### src/sv/best_fit_heap_allocator_assert.svh
// Assertion macros for the best-fit heap allocator.
// Depends on clk and rst_n being visible where a macro is used.
`ifndef BEST_FIT_HEAP_ALLOCATOR_ASSERT_SVH
`define BEST_FIT_HEAP_ALLOCATOR_ASSERT_SVH
`ifndef NO_ASSERTIONS
`define BFHA_ASSERT_IMP(lbl, pre, post) \
    lbl: assert property (@(posedge clk) disable iff (!rst_n) (pre) |-> (post)) \
        else $error("bfha assertion failed");
`define BFHA_ASSERT_NXT(lbl, pre, post) \
    lbl: assert property (@(posedge clk) disable iff (!rst_n) (pre) |=> (post)) \
        else $error("bfha assertion failed");
`else
`define BFHA_ASSERT_IMP(lbl, pre, post)
`define BFHA_ASSERT_NXT(lbl, pre, post)
`endif
`endif

### src/sv/bfha_pkg.sv
// Shared types and constants of the best-fit heap allocator.
// No dependencies.
package bfha_pkg;

    localparam int REQ_W   = 13;
    localparam int ADDR_W  = 12;
    localparam int BYTES_W = 13;
    localparam int PROD_W  = 2 * REQ_W;
    localparam int NEED_W  = PROD_W + 1;
    localparam int QDEPTH  = 2;
    localparam int QPTR_W  = 1;

    typedef enum logic {
        OP_ALLOC = 1'b0,
        OP_FREE  = 1'b1
    } bfha_op_t;

    typedef enum logic [1:0] {
        ST_OK         = 2'd0,
        ST_NO_HEAP    = 2'd1,
        ST_TABLE_FULL = 2'd2,
        ST_NOT_FOUND  = 2'd3
    } bfha_status_t;

    typedef struct packed {
        bfha_op_t              op;
        logic [NEED_W-1:0]     need;
        logic [ADDR_W-1:0]     faddr;
    } bfha_req_t;

    typedef struct packed {
        logic      push;
        bfha_req_t data;
    } bfha_push_t;

    typedef struct packed {
        logic      vld;
        bfha_req_t data;
    } bfha_head_t;

    typedef enum logic [3:0] {
        B_IDLE,
        B_SCAN,
        B_DECIDE,
        B_SHIFT,
        B_WR_REM,
        B_WR_BEST,
        B_APPEND,
        B_FLUSH,
        B_DONE
    } bfha_state_t;

endpackage

### src/sv/bfha_front.sv
// Request front end: takes command words, forms the byte need, pushes to the queue.
// Depends on bfha_pkg.
module bfha_front #(
    parameter int HEADER_BYTES = 8
) (
    input  logic                          clk,
    input  logic                          rst_n,
    input  logic                          start,
    input  logic                          op,
    input  logic [bfha_pkg::REQ_W-1:0]    req_count,
    input  logic [bfha_pkg::REQ_W-1:0]    req_size,
    input  logic [bfha_pkg::ADDR_W-1:0]   free_address,
    input  logic                          q_full,
    output logic                          busy,
    output bfha_pkg::bfha_push_t          q_push
);

    logic                            stg_vld_reg, stg_vld_next;
    bfha_pkg::bfha_op_t              stg_op_reg;
    logic [bfha_pkg::PROD_W-1:0]     stg_prod_reg;
    logic [bfha_pkg::ADDR_W-1:0]     stg_faddr_reg;
    logic [bfha_pkg::PROD_W-1:0]     prod;
    logic                            accept;
    logic                            push;

    assign prod   = req_count * req_size;
    assign push   = stg_vld_reg && !q_full;
    assign busy   = stg_vld_reg && q_full;
    assign accept = start && !busy;

    always_comb
    begin
        stg_vld_next = stg_vld_reg;
        if (accept)
        begin
            stg_vld_next = 1'b1;
        end
        else if (push)
        begin
            stg_vld_next = 1'b0;
        end
    end

    always_ff @(posedge clk or negedge rst_n)
    begin
        if (!rst_n)
        begin
            stg_vld_reg <= 1'b0;
        end
        else
        begin
            stg_vld_reg <= stg_vld_next;
        end
    end

    always_ff @(posedge clk)
    begin
        if (accept)
        begin
            stg_op_reg    <= bfha_pkg::bfha_op_t'(op);
            stg_prod_reg  <= prod;
            stg_faddr_reg <= free_address;
        end
    end

    always_comb
    begin
        q_push.push       = push;
        q_push.data.op    = stg_op_reg;
        q_push.data.need  = bfha_pkg::NEED_W'(stg_prod_reg)
                          + bfha_pkg::NEED_W'(HEADER_BYTES);
        q_push.data.faddr = stg_faddr_reg;
    end

endmodule

### src/sv/bfha_queue.sv
// Two-word request queue between front end and table engine.
// Depends on bfha_pkg.
module bfha_queue (
    input  logic                  clk,
    input  logic                  rst_n,
    input  bfha_pkg::bfha_push_t  q_push,
    input  logic                  pop,
    output logic                  full,
    output bfha_pkg::bfha_head_t  head
);

    bfha_pkg::bfha_req_t                 entry_reg [bfha_pkg::QDEPTH];
    logic [bfha_pkg::QPTR_W-1:0]         wr_ptr_reg, wr_ptr_next;
    logic [bfha_pkg::QPTR_W-1:0]         rd_ptr_reg, rd_ptr_next;
    logic [bfha_pkg::QPTR_W:0]           fill_reg, fill_next;

    assign full      = (fill_reg == (bfha_pkg::QPTR_W+1)'(bfha_pkg::QDEPTH));
    assign head.vld  = (fill_reg != '0);
    assign head.data = entry_reg[rd_ptr_reg];

    always_comb
    begin
        wr_ptr_next = wr_ptr_reg;
        rd_ptr_next = rd_ptr_reg;
        fill_next   = fill_reg;
        if (q_push.push)
        begin
            wr_ptr_next = wr_ptr_reg + 1'b1;
        end
        if (pop)
        begin
            rd_ptr_next = rd_ptr_reg + 1'b1;
        end
        if (q_push.push && !pop)
        begin
            fill_next = fill_reg + 1'b1;
        end
        else if (!q_push.push && pop)
        begin
            fill_next = fill_reg - 1'b1;
        end
    end

    always_ff @(posedge clk or negedge rst_n)
    begin
        if (!rst_n)
        begin
            wr_ptr_reg <= '0;
            rd_ptr_reg <= '0;
            fill_reg   <= '0;
        end
        else
        begin
            wr_ptr_reg <= wr_ptr_next;
            rd_ptr_reg <= rd_ptr_next;
            fill_reg   <= fill_next;
        end
    end

    always_ff @(posedge clk)
    begin
        if (q_push.push)
        begin
            entry_reg[wr_ptr_reg] <= q_push.data;
        end
    end

endmodule

### src/sv/bfha_back.sv
// Segment table engine: best-fit search, split, append, free with merge.
// Depends on bfha_pkg and best_fit_heap_allocator_assert.svh.
`include "best_fit_heap_allocator_assert.svh"
module bfha_back #(
    parameter int HEAP_BYTES   = 4096,
    parameter int HEADER_BYTES = 8,
    parameter int MAX_SEGMENTS = 32
) (
    input  logic                          clk,
    input  logic                          rst_n,
    input  bfha_pkg::bfha_head_t          head,
    output logic                          pop,
    output logic                          done,
    output logic [bfha_pkg::ADDR_W-1:0]   user_address,
    output logic [1:0]                    status,
    output logic [bfha_pkg::BYTES_W-1:0]  bytes_in_use
);

    localparam int SW   = $clog2(HEAP_BYTES + 1);
    localparam int CW   = $clog2(MAX_SEGMENTS + 1);
    localparam int IW   = $clog2(MAX_SEGMENTS);
    localparam int CMPW = SW + 5;
    localparam int NW   = bfha_pkg::NEED_W;

    bfha_pkg::bfha_state_t  state_reg, state_next;

    bfha_pkg::bfha_op_t     op_reg, op_next;
    logic [NW-1:0]          need_reg, need_next;
    logic [bfha_pkg::ADDR_W-1:0] faddr_reg, faddr_next;

    logic [CW-1:0]          seg_count_reg, seg_count_next;
    logic [SW-1:0]          heap_top_reg, heap_top_next;
    logic [SW-1:0]          used_total_reg, used_total_next;
    logic [MAX_SEGMENTS-1:0] used_reg, used_next;

    logic [CW-1:0]          rd_idx_reg, rd_idx_next;
    logic                   ev_vld_reg, ev_vld_next;
    logic [IW-1:0]          ev_idx_reg, ev_idx_next;
    logic [SW-1:0]          start_acc_reg, start_acc_next;

    logic                   found_reg, found_next;
    logic [IW-1:0]          best_idx_reg, best_idx_next;
    logic [SW-1:0]          best_size_reg, best_size_next;
    logic [SW-1:0]          best_start_reg, best_start_next;

    logic                   pend_vld_reg, pend_vld_next;
    logic                   pend_used_reg, pend_used_next;
    logic [SW-1:0]          pend_size_reg, pend_size_next;
    logic [CW-1:0]          wr_idx_reg, wr_idx_next;

    logic [CW-1:0]          sh_src_reg, sh_src_next;
    logic                   sh_wvld_reg, sh_wvld_next;
    logic [IW-1:0]          sh_dst_reg, sh_dst_next;

    logic [bfha_pkg::ADDR_W-1:0] res_addr_reg, res_addr_next;
    bfha_pkg::bfha_status_t res_status_reg, res_status_next;

    logic [SW-1:0]          mem [MAX_SEGMENTS];
    logic [SW-1:0]          rd_data_reg;
    logic [IW-1:0]          ra;
    logic                   we;
    logic [IW-1:0]          wa;
    logic [SW-1:0]          wd;

    logic                   scan_issue;
    logic                   scan_end;
    logic                   sh_issue;
    logic                   sh_end;
    logic                   ev_used;
    logic                   ev_match;
    logic                   ev_used_eff;
    logic                   ev_fits;
    logic                   ev_merge;
    logic                   split;
    logic                   no_room;
    logic [IW-1:0]          best_nxt_idx;
    logic [bfha_pkg::ADDR_W-1:0] best_uaddr;

    assign scan_issue  = (rd_idx_reg < seg_count_reg);
    assign scan_end    = !scan_issue && !ev_vld_reg;
    assign sh_issue    = (sh_src_reg > CW'(best_idx_reg));
    assign sh_end      = !sh_issue && !sh_wvld_reg;
    assign ev_used     = used_reg[ev_idx_reg];
    assign ev_match    = ((CMPW'(start_acc_reg) + CMPW'(HEADER_BYTES)) == CMPW'(faddr_reg));
    assign ev_used_eff = ev_used && !ev_match;
    assign ev_fits     = !ev_used && (NW'(rd_data_reg) >= need_reg)
                      && (!found_reg || (rd_data_reg < best_size_reg));
    assign ev_merge    = pend_vld_reg && !pend_used_reg && !ev_used_eff;
    assign split       = (NW'(best_size_reg) > need_reg) && (seg_count_reg < CW'(MAX_SEGMENTS));
    assign no_room     = need_reg > (NW'(HEAP_BYTES) - NW'(heap_top_reg));
    assign best_nxt_idx = best_idx_reg + 1'b1;
    assign best_uaddr  = bfha_pkg::ADDR_W'(CMPW'(best_start_reg) + CMPW'(HEADER_BYTES));

    // next state
    always_comb
    begin
        state_next = state_reg;
        unique case (state_reg)
            bfha_pkg::B_IDLE:
            begin
                if (head.vld)
                begin
                    state_next = bfha_pkg::B_SCAN;
                end
            end
            bfha_pkg::B_SCAN:
            begin
                if (scan_end)
                begin
                    state_next = (op_reg == bfha_pkg::OP_ALLOC) ? bfha_pkg::B_DECIDE
                                                                : bfha_pkg::B_FLUSH;
                end
            end
            bfha_pkg::B_DECIDE:
            begin
                if (found_reg)
                begin
                    state_next = split ? bfha_pkg::B_SHIFT : bfha_pkg::B_DONE;
                end
                else if (no_room || (seg_count_reg >= CW'(MAX_SEGMENTS)))
                begin
                    state_next = bfha_pkg::B_DONE;
                end
                else
                begin
                    state_next = bfha_pkg::B_APPEND;
                end
            end
            bfha_pkg::B_SHIFT:
            begin
                if (sh_end)
                begin
                    state_next = bfha_pkg::B_WR_REM;
                end
            end
            bfha_pkg::B_WR_REM:  state_next = bfha_pkg::B_WR_BEST;
            bfha_pkg::B_WR_BEST: state_next = bfha_pkg::B_DONE;
            bfha_pkg::B_APPEND:  state_next = bfha_pkg::B_DONE;
            bfha_pkg::B_FLUSH:   state_next = bfha_pkg::B_DONE;
            bfha_pkg::B_DONE:    state_next = bfha_pkg::B_IDLE;
            default:             state_next = bfha_pkg::B_IDLE;
        endcase
    end

    // outputs and memory port control
    always_comb
    begin
        pop  = 1'b0;
        done = 1'b0;
        ra   = '0;
        we   = 1'b0;
        wa   = '0;
        wd   = '0;
        unique case (state_reg)
            bfha_pkg::B_IDLE:
            begin
                pop = head.vld;
            end
            bfha_pkg::B_SCAN:
            begin
                ra = rd_idx_reg[IW-1:0];
                if ((op_reg == bfha_pkg::OP_FREE) && ev_vld_reg && !ev_merge && pend_vld_reg)
                begin
                    we = 1'b1;
                    wa = wr_idx_reg[IW-1:0];
                    wd = pend_size_reg;
                end
            end
            bfha_pkg::B_SHIFT:
            begin
                ra = sh_src_reg[IW-1:0];
                we = sh_wvld_reg;
                wa = sh_dst_reg;
                wd = rd_data_reg;
            end
            bfha_pkg::B_WR_REM:
            begin
                we = 1'b1;
                wa = best_nxt_idx;
                wd = best_size_reg - need_reg[SW-1:0];
            end
            bfha_pkg::B_WR_BEST:
            begin
                we = 1'b1;
                wa = best_idx_reg;
                wd = need_reg[SW-1:0];
            end
            bfha_pkg::B_APPEND:
            begin
                we = 1'b1;
                wa = seg_count_reg[IW-1:0];
                wd = need_reg[SW-1:0];
            end
            bfha_pkg::B_FLUSH:
            begin
                we = pend_vld_reg;
                wa = wr_idx_reg[IW-1:0];
                wd = pend_size_reg;
            end
            bfha_pkg::B_DONE:
            begin
                done = 1'b1;
            end
            default:
            begin
                pop = 1'b0;
            end
        endcase
    end

    // datapath
    always_comb
    begin
        op_next         = op_reg;
        need_next       = need_reg;
        faddr_next      = faddr_reg;
        seg_count_next  = seg_count_reg;
        heap_top_next   = heap_top_reg;
        used_total_next = used_total_reg;
        used_next       = used_reg;
        rd_idx_next     = rd_idx_reg;
        ev_vld_next     = 1'b0;
        ev_idx_next     = ev_idx_reg;
        start_acc_next  = start_acc_reg;
        found_next      = found_reg;
        best_idx_next   = best_idx_reg;
        best_size_next  = best_size_reg;
        best_start_next = best_start_reg;
        pend_vld_next   = pend_vld_reg;
        pend_used_next  = pend_used_reg;
        pend_size_next  = pend_size_reg;
        wr_idx_next     = wr_idx_reg;
        sh_src_next     = sh_src_reg;
        sh_wvld_next    = 1'b0;
        sh_dst_next     = sh_dst_reg;
        res_addr_next   = res_addr_reg;
        res_status_next = res_status_reg;
        case (state_reg)
            bfha_pkg::B_IDLE:
            begin
                if (head.vld)
                begin
                    op_next         = head.data.op;
                    need_next       = head.data.need;
                    faddr_next      = head.data.faddr;
                    rd_idx_next     = '0;
                    start_acc_next  = '0;
                    found_next      = 1'b0;
                    pend_vld_next   = 1'b0;
                    wr_idx_next     = '0;
                    res_addr_next   = '0;
                    res_status_next = bfha_pkg::ST_OK;
                end
            end
            bfha_pkg::B_SCAN:
            begin
                if (scan_issue)
                begin
                    rd_idx_next = rd_idx_reg + 1'b1;
                    ev_vld_next = 1'b1;
                    ev_idx_next = rd_idx_reg[IW-1:0];
                end
                if (ev_vld_reg)
                begin
                    start_acc_next = start_acc_reg + rd_data_reg;
                    if (op_reg == bfha_pkg::OP_ALLOC)
                    begin
                        if (ev_fits)
                        begin
                            found_next      = 1'b1;
                            best_idx_next   = ev_idx_reg;
                            best_size_next  = rd_data_reg;
                            best_start_next = start_acc_reg;
                        end
                    end
                    else
                    begin
                        if (ev_match)
                        begin
                            found_next = 1'b1;
                            if (ev_used)
                            begin
                                used_total_next = used_total_reg - rd_data_reg;
                            end
                        end
                        // stream compaction: adjacent free segments fold together
                        if (ev_merge)
                        begin
                            pend_size_next = pend_size_reg + rd_data_reg;
                        end
                        else
                        begin
                            if (pend_vld_reg)
                            begin
                                used_next[wr_idx_reg[IW-1:0]] = pend_used_reg;
                                wr_idx_next = wr_idx_reg + 1'b1;
                            end
                            pend_vld_next  = 1'b1;
                            pend_used_next = ev_used_eff;
                            pend_size_next = rd_data_reg;
                        end
                    end
                end
            end
            bfha_pkg::B_DECIDE:
            begin
                if (found_reg)
                begin
                    res_addr_next = best_uaddr;
                    if (split)
                    begin
                        sh_src_next = seg_count_reg - 1'b1;
                    end
                    else
                    begin
                        used_next[best_idx_reg] = 1'b1;
                        used_total_next = used_total_reg + best_size_reg;
                    end
                end
                else if (no_room)
                begin
                    res_status_next = bfha_pkg::ST_NO_HEAP;
                end
                else if (seg_count_reg >= CW'(MAX_SEGMENTS))
                begin
                    res_status_next = bfha_pkg::ST_TABLE_FULL;
                end
            end
            bfha_pkg::B_SHIFT:
            begin
                if (sh_issue)
                begin
                    sh_src_next  = sh_src_reg - 1'b1;
                    sh_wvld_next = 1'b1;
                    sh_dst_next  = sh_src_reg[IW-1:0] + 1'b1;
                end
            end
            bfha_pkg::B_WR_REM:
            begin
                for (int j = 1; j < MAX_SEGMENTS; j++)
                begin
                    if (IW'(j) > best_nxt_idx)
                    begin
                        used_next[j] = used_reg[j-1];
                    end
                end
                used_next[best_nxt_idx] = 1'b0;
                used_next[best_idx_reg] = 1'b1;
                seg_count_next  = seg_count_reg + 1'b1;
                used_total_next = used_total_reg + need_reg[SW-1:0];
            end
            bfha_pkg::B_APPEND:
            begin
                used_next[seg_count_reg[IW-1:0]] = 1'b1;
                seg_count_next  = seg_count_reg + 1'b1;
                heap_top_next   = heap_top_reg + need_reg[SW-1:0];
                used_total_next = used_total_reg + need_reg[SW-1:0];
                res_addr_next   = bfha_pkg::ADDR_W'(CMPW'(heap_top_reg) + CMPW'(HEADER_BYTES));
            end
            bfha_pkg::B_FLUSH:
            begin
                if (pend_vld_reg)
                begin
                    used_next[wr_idx_reg[IW-1:0]] = pend_used_reg;
                    seg_count_next = wr_idx_reg + 1'b1;
                end
                res_status_next = found_reg ? bfha_pkg::ST_OK : bfha_pkg::ST_NOT_FOUND;
            end
            default:
            begin
                ev_vld_next = 1'b0;
            end
        endcase
    end

    always_ff @(posedge clk or negedge rst_n)
    begin
        if (!rst_n)
        begin
            state_reg      <= bfha_pkg::B_IDLE;
            seg_count_reg  <= '0;
            heap_top_reg   <= '0;
            used_total_reg <= '0;
            used_reg       <= '0;
            ev_vld_reg     <= 1'b0;
            sh_wvld_reg    <= 1'b0;
        end
        else
        begin
            state_reg      <= state_next;
            seg_count_reg  <= seg_count_next;
            heap_top_reg   <= heap_top_next;
            used_total_reg <= used_total_next;
            used_reg       <= used_next;
            ev_vld_reg     <= ev_vld_next;
            sh_wvld_reg    <= sh_wvld_next;
        end
    end

    always_ff @(posedge clk)
    begin
        op_reg         <= op_next;
        need_reg       <= need_next;
        faddr_reg      <= faddr_next;
        rd_idx_reg     <= rd_idx_next;
        ev_idx_reg     <= ev_idx_next;
        start_acc_reg  <= start_acc_next;
        found_reg      <= found_next;
        best_idx_reg   <= best_idx_next;
        best_size_reg  <= best_size_next;
        best_start_reg <= best_start_next;
        pend_vld_reg   <= pend_vld_next;
        pend_used_reg  <= pend_used_next;
        pend_size_reg  <= pend_size_next;
        wr_idx_reg     <= wr_idx_next;
        sh_src_reg     <= sh_src_next;
        sh_dst_reg     <= sh_dst_next;
        res_addr_reg   <= res_addr_next;
        res_status_reg <= res_status_next;
    end

    // segment size table
    always_ff @(posedge clk)
    begin
        if (we)
        begin
            mem[wa] <= wd;
        end
        rd_data_reg <= mem[ra];
    end

    assign user_address = res_addr_reg;
    assign status       = res_status_reg;
    assign bytes_in_use = bfha_pkg::BYTES_W'(used_total_reg);

    `BFHA_ASSERT_IMP(a_count_bound, 1'b1, seg_count_reg <= CW'(MAX_SEGMENTS))
    `BFHA_ASSERT_IMP(a_used_le_top, 1'b1, used_total_reg <= heap_top_reg)
    `BFHA_ASSERT_NXT(a_done_pulse, state_reg == bfha_pkg::B_DONE, state_reg == bfha_pkg::B_IDLE)
    `BFHA_ASSERT_IMP(a_scan_bound, state_reg == bfha_pkg::B_SCAN, rd_idx_reg <= seg_count_reg)

endmodule

### src/sv/best_fit_heap_allocator.sv
// Top level of the best-fit heap allocator.
// Depends on bfha_pkg, bfha_front, bfha_queue and bfha_back.
//
// Command channel: a word is taken at a clock edge with start high and busy low.
// op selects allocate (req_count * req_size + header bytes) or free (free_address).
// Result channel: done is high for one cycle with user_address, status and
// bytes_in_use; the receiver cannot stall, so every result is taken that cycle.
// The front end forms the byte need in one registered stage and parks the word in
// a two-word queue, so commands are taken while the table engine is working.
// Each request walks the segment table through a single-read-port memory.
// After the front stage and the queue, the engine scans the whole segment table,
// then follows one of these paths to the state with done:
//   free: flush; refused allocate, allocate into a free segment: decide
//   allocate appended at the heap top: decide, append
//   allocate with a split: decide, shift, write remainder, write best
// Words pass the engine one at a time.
// busy rises only when the front stage and the queue are both occupied.
// Reset empties the segment table, the queue and all counters; no clearing pass.
module best_fit_heap_allocator #(
    parameter int HEAP_BYTES   = 4096,
    parameter int HEADER_BYTES = 8,
    parameter int MAX_SEGMENTS = 32
) (
    input  logic                          clk,
    input  logic                          rst_n,
    input  logic                          start,
    output logic                          busy,
    input  logic                          op,
    input  logic [bfha_pkg::REQ_W-1:0]    req_count,
    input  logic [bfha_pkg::REQ_W-1:0]    req_size,
    input  logic [bfha_pkg::ADDR_W-1:0]   free_address,
    output logic                          done,
    output logic [bfha_pkg::ADDR_W-1:0]   user_address,
    output logic [1:0]                    status,
    output logic [bfha_pkg::BYTES_W-1:0]  bytes_in_use
);

    bfha_pkg::bfha_push_t  q_push;
    bfha_pkg::bfha_head_t  q_head;
    logic                  q_full;
    logic                  q_pop;

    bfha_front #(
        .HEADER_BYTES (HEADER_BYTES)
    ) u_front (
        .clk          (clk),
        .rst_n        (rst_n),
        .start        (start),
        .op           (op),
        .req_count    (req_count),
        .req_size     (req_size),
        .free_address (free_address),
        .q_full       (q_full),
        .busy         (busy),
        .q_push       (q_push)
    );

    bfha_queue u_queue (
        .clk    (clk),
        .rst_n  (rst_n),
        .q_push (q_push),
        .pop    (q_pop),
        .full   (q_full),
        .head   (q_head)
    );

    bfha_back #(
        .HEAP_BYTES   (HEAP_BYTES),
        .HEADER_BYTES (HEADER_BYTES),
        .MAX_SEGMENTS (MAX_SEGMENTS)
    ) u_back (
        .clk          (clk),
        .rst_n        (rst_n),
        .head         (q_head),
        .pop          (q_pop),
        .done         (done),
        .user_address (user_address),
        .status       (status),
        .bytes_in_use (bytes_in_use)
    );

endmodule
### config.mk
export PLATFORM = sky130hd
export DESIGN_NAME = best_fit_heap_allocator
export DESIGN_NICKNAME = d
export VERILOG_FILES = /design/src/sv/bfha_pkg.sv /design/src/sv/bfha_front.sv /design/src/sv/bfha_queue.sv /design/src/sv/bfha_back.sv /design/src/sv/best_fit_heap_allocator.sv
export VERILOG_INCLUDE_DIRS = /design/src /design/src/sv
export SDC_FILE = /design/constraint.sdc
export NUM_CORES = 2
export LEC_CHECK = 0
export ABC_AREA = 1
export BUFFER_PORTS_ARGS = -buffer_cell sky130_fd_sc_hd__clkbuf_2
export CAP_MARGIN = 20
export CORE_UTILIZATION = 49
export CTS_CLUSTER_SIZE = 30
export DETAILED_ROUTE_END_ITERATION = 8
export PLACE_DENSITY = 0.66
export SLEW_MARGIN = 20
export SYNTH_ARGS = -nofsm -noshare
export SYNTH_HDL_FRONTEND = slang
export SYNTH_SLANG_ARGS = --single-unit
### constraint.sdc
create_clock -name clk -period 5.6 [get_ports clk]
set_clock_uncertainty 0.15 [all_clocks]
set_input_delay 0 -clock clk [delete_from_list [all_inputs] [get_ports clk]]
set_output_delay 0 -clock clk [all_outputs]
set_load 0.1 [all_outputs]
==> results.json <==
{
  "status": "finished, final reports clean",
  "n_antenna_cell": 0,
  "rrSetupSlack_ns": 1.12,
  "ys_types": 56,
  "port_buffers": 70,
  "grt_max_degree": 209,
  "met1_usage": 0.357,
  "met3_usage": 0.0409,
  "grt_overflow": 0,
  "clkLatencyLatePin_ns": 0.66,
  "seq_area_um2": 22400,
  "p_leak_nw": 20.4,
  "gr-usage-all-layers": 0.257,
  "power_mw": 29.2,
  "vias_per_cell": 5.69,
  "hold-path-cell-count": 5,
  "firstDrtPassIters": 6,
  "critPathRequiredTime_ns": 5.80,
  "numCtsBuffers": 85,
  "rsz0062_at_grt": "no",
  "clk_pin_slew_ns": 0.06,
  "peakVddDrop_mv": 0.335,
  "ctsResizeCount": 0,
  "cts_tree": "done",
  "period_share": 0.899,
  "core_um2": 88900,
  "syn_inst": 4605,
  "slew_headroom": 0.245,
  "fp.dieH_um": 302,
  "gp_congestion": 0.998,
  "cts_sinks": 764,
  "max_freq_ghz": 0.199,
  "final_nets": 5087,
  "clk_path_buf_depth": 3,
  "syn_area_per_cell_um2": 9.61,
  "drv_cap": 0,
  "postCtsSetupBuffers": 0,
  "post-route-util": 0.553,
  "async_reset_ff_frac": 0.0982,
  "yosys_most_used_dff": "edfxtp_1",
  "cts_max_level": 3,
  "finalMaxSlewViolations": 0,
  "row_count": 109,
  "arrival_ns": 5.23,
  "tns_ns": 0,
  "grt_pass1_wl_um": 182000,
  "first_iter_violations": 3732,
  "io_pins": 71,
  "ant_nets": 0,
  "area_delta_synth_final_pct": 11.2,
  "remaining_drc_errors": 0,
  "fillers": 7761,
  "worst_pin_slew_ns": 1.13,
  "timing.rr.end": "u_back.mem[31][12]",
  "cp-start-kind": "input pin",
  "antenna_found_initial": 1,
  "grt.met2_usage": 0.404,
  "power_density_nw_per_um2": 594,
  "yosys_warnings": 0,
  "worst_r2r_startpoint": "u_back.ev_idx_reg[1]",
  "grt-busiest-layer": "met2",
  "grt_pass1_vias": 32000,
  "clockRootBuffer": "clkbuf_16",
  "layout-drive-gt1-share": 0.0736,
  "die_w_um": 302,
  "synthesis.area_um2": 44200,
  "multi_input_comb_area_um2": 18900,
  "finalSetupViolCount": 0,
  "drt-total-wl_um": 118000,
  "synth_nets": 4991,
  "vias": 33800,
  "crit_fanout": 13,
  "yosysSeqAreaShare": 0.507,
  "hold_path_class": "input pin to flip-flop",
  "start_util": 0.498,
  "critPathKind": "input pin to flip-flop",
  "worstHoldStart": "req_count[2]",
  "min_period_ns": 5.03,
  "ys_seq_elements": 764,
  "synth-edff-count": 676,
  "hold_viol_final": 0,
  "largest_reg_flops": 416,
  "hold_end": "u_front.stg_prod_reg[2]",
  "die-area_um2": 91500,
  "rr_worst_depth": 17,
  "hpwlAfterDp_um": 79800,
  "post_drt_wl_per_cell_um": 19.9,
  "cp-end-kind": "flip-flop"
}
==> timing repair <==
| action | in CTS | in global routing |
|---|---|---|
| hold buffers | 35 | 0 |
| endpoints found under the setup margin | 0 | 0 |
| hold endpoints to repair | 131 | 0 |
==> layout make-up <==
type | count | area share
inverters | 569 | 0.0436
clock buffers | 109 | 0.0461
repair buffers | 190 | 0.0290
well taps | 1165 | 0.0296
multi-input cells | 3091 | 0.385
clock inverters | 45 | 0.0104
flip-flops and latches | 764 | 0.456
==> synth_stat cells (all sizes together) (34+ instances only) <==
| cell | instances | area [um2] |
|---|---|---|
| nand2 | 902 | 3420 |
| edfxtp | 676 | 20300 |
| inv | 563 | 2120 |
| nor2 | 524 | 2000 |
| o21ai | 365 | 1840 |
| ha | 218 | 2730 |
| nand3 | 218 | 1110 |
| a21oi | 167 | 836 |
| fa | 126 | 2520 |
| o221ai | 122 | 1070 |
| clkbuf | 106 | 398 |
| o21bai | 105 | 788 |
| buf | 75 | 437 |
| dfrtp | 75 | 1880 |
| xor2 | 64 | 568 |
| nor3 | 62 | 320 |
| xnor2 | 34 | 298 |
==> power by group <==
part           leakage, nW  switching [mW]  total, mW  internal, mW
Clock                 1.37            2.34       5.60          3.26
Combinational         11.7            9.70       14.2          4.47
Sequential            7.37            1.13       9.47          8.34
==> kinds of logic (layout without fill, tap and decap cells) <==
group | Yosys count | count (layout) | share of synthesized area
AO/OA/AOI/OAI | 900 | 900 | 0.126
XOR/XNOR | 98 | 98 | 0.0196
adder cells (fa/ha/maj) | 344 | 344 | 0.119
buffers and inverters | 750 | 913 | 0.0673
flip-flops | 764 | 764 | 0.507
AND/OR/NAND/NOR | 1749 | 1749 | 0.161
==> layer usage <==
layer / up-vias / routed length, um / part of all wire
li1: 16000 / - / -
met1: 16200 / 51000 / 0.43
met2: 1340 / 53000 / 0.45
met3: 285 / 9310 / 0.079
met4: 0 / 4620 / 0.039
met5: - / 0 / 0
==> worst max-delay path by stage <==
stage	start	end	cells after the start
after floorplan	req_count[6]	u_front.stg_prod_reg[21]	19
after detailed placement	req_count[7]	u_front.stg_prod_reg[21]	21
after global routing	req_size[1]	u_front.stg_prod_reg[21]	22
final	req_size[1]	u_front.stg_prod_reg[21]	22
after CTS	req_size[1]	u_front.stg_prod_reg[21]	22
after global placement	req_count[7]	u_front.stg_prod_reg[23]	24
==> critical path, cell delays in order <==
cell and delay [ns]:
dlygate4sd3_1 0.54, clkbuf_2 0.22, nand2_1 0.10, inv_1 0.05
fa_1 0.47, inv_1 0.05, fa_1 0.52, inv_1 0.05
fa_1 0.48, fa_1 0.49, inv_1 0.05, fa_1 0.53
inv_1 0.04, ha_1 0.34, nand2_1 0.10, o21ai_0 0.16
a21oi_1 0.08, o21ai_0 0.33, inv_1 0.07, o21ai_0 0.28
a21oi_1 0.13, xnor2_1 0.14
==> cells in the final DEF, fill, tap and decap left out, types with 8 or more instances in the layout <==
| cell type | Yosys | final |
|---|---|---|
| bufinv_16 | 0 | 8 |
| clkbuf_2 | 0 | 70 |
| o221ai_1 | 122 | 122 |
| o21ai_1 | 53 | 53 |
| dlygate4sd3_1 | 0 | 35 |
| xor2_1 | 63 | 63 |
| o22ai_1 | 24 | 24 |
| ha_1 | 218 | 218 |
| nand2_1 | 893 | 892 |
| xnor2_1 | 34 | 34 |
| o2111ai_2 | 0 | 8 |
| clkbuf_16 | 0 | 86 |
| a21oi_1 | 167 | 166 |
| nor2_1 | 514 | 510 |
| nor3_1 | 60 | 60 |
| o21a_1 | 21 | 21 |
| clkinv_2 | 0 | 18 |
| clkinv_1 | 6 | 14 |
| dfrtp_1 | 75 | 75 |
| nor2_2 | 8 | 10 |
| o211ai_1 | 13 | 13 |
| o31ai_1 | 16 | 16 |
| nor4_1 | 8 | 8 |
| o2111ai_1 | 17 | 9 |
| inv_1 | 545 | 545 |
| o21bai_1 | 105 | 105 |
| buf_4 | 6 | 79 |
| a221oi_1 | 8 | 8 |
| dfxtp_1 | 13 | 13 |
| nand3_1 | 214 | 214 |
| o21ai_0 | 309 | 308 |
| a22oi_1 | 14 | 14 |
| clkbuf_1 | 106 | 20 |
| fa_1 | 126 | 126 |
| nand4_1 | 22 | 22 |
| a31oi_1 | 11 | 11 |
| edfxtp_1 | 676 | 676 |
| inv_2 | 16 | 15 |
==> per-stage QoR <==
| stage | hold WS (ns) | area (um2) | instances | worst slack [ns] |
|---|---|---|---|---|
| floorplan | -0.446 | 44200 | 4605 | 0.731 |
| global placement | -0.256 | 46000 | 5741 | 0.428 |
| detailed placement | -0.254 | 46000 | 5742 | 0.394 |
| CTS | 0.00322 | 49200 | 5931 | 0.585 |
| global route | 0.0469 | 49200 | 5933 | 0.276 |
| finish | 0.0382 | 49200 | 5933 | 0.567 |
(Power assumes the default switching activity.)
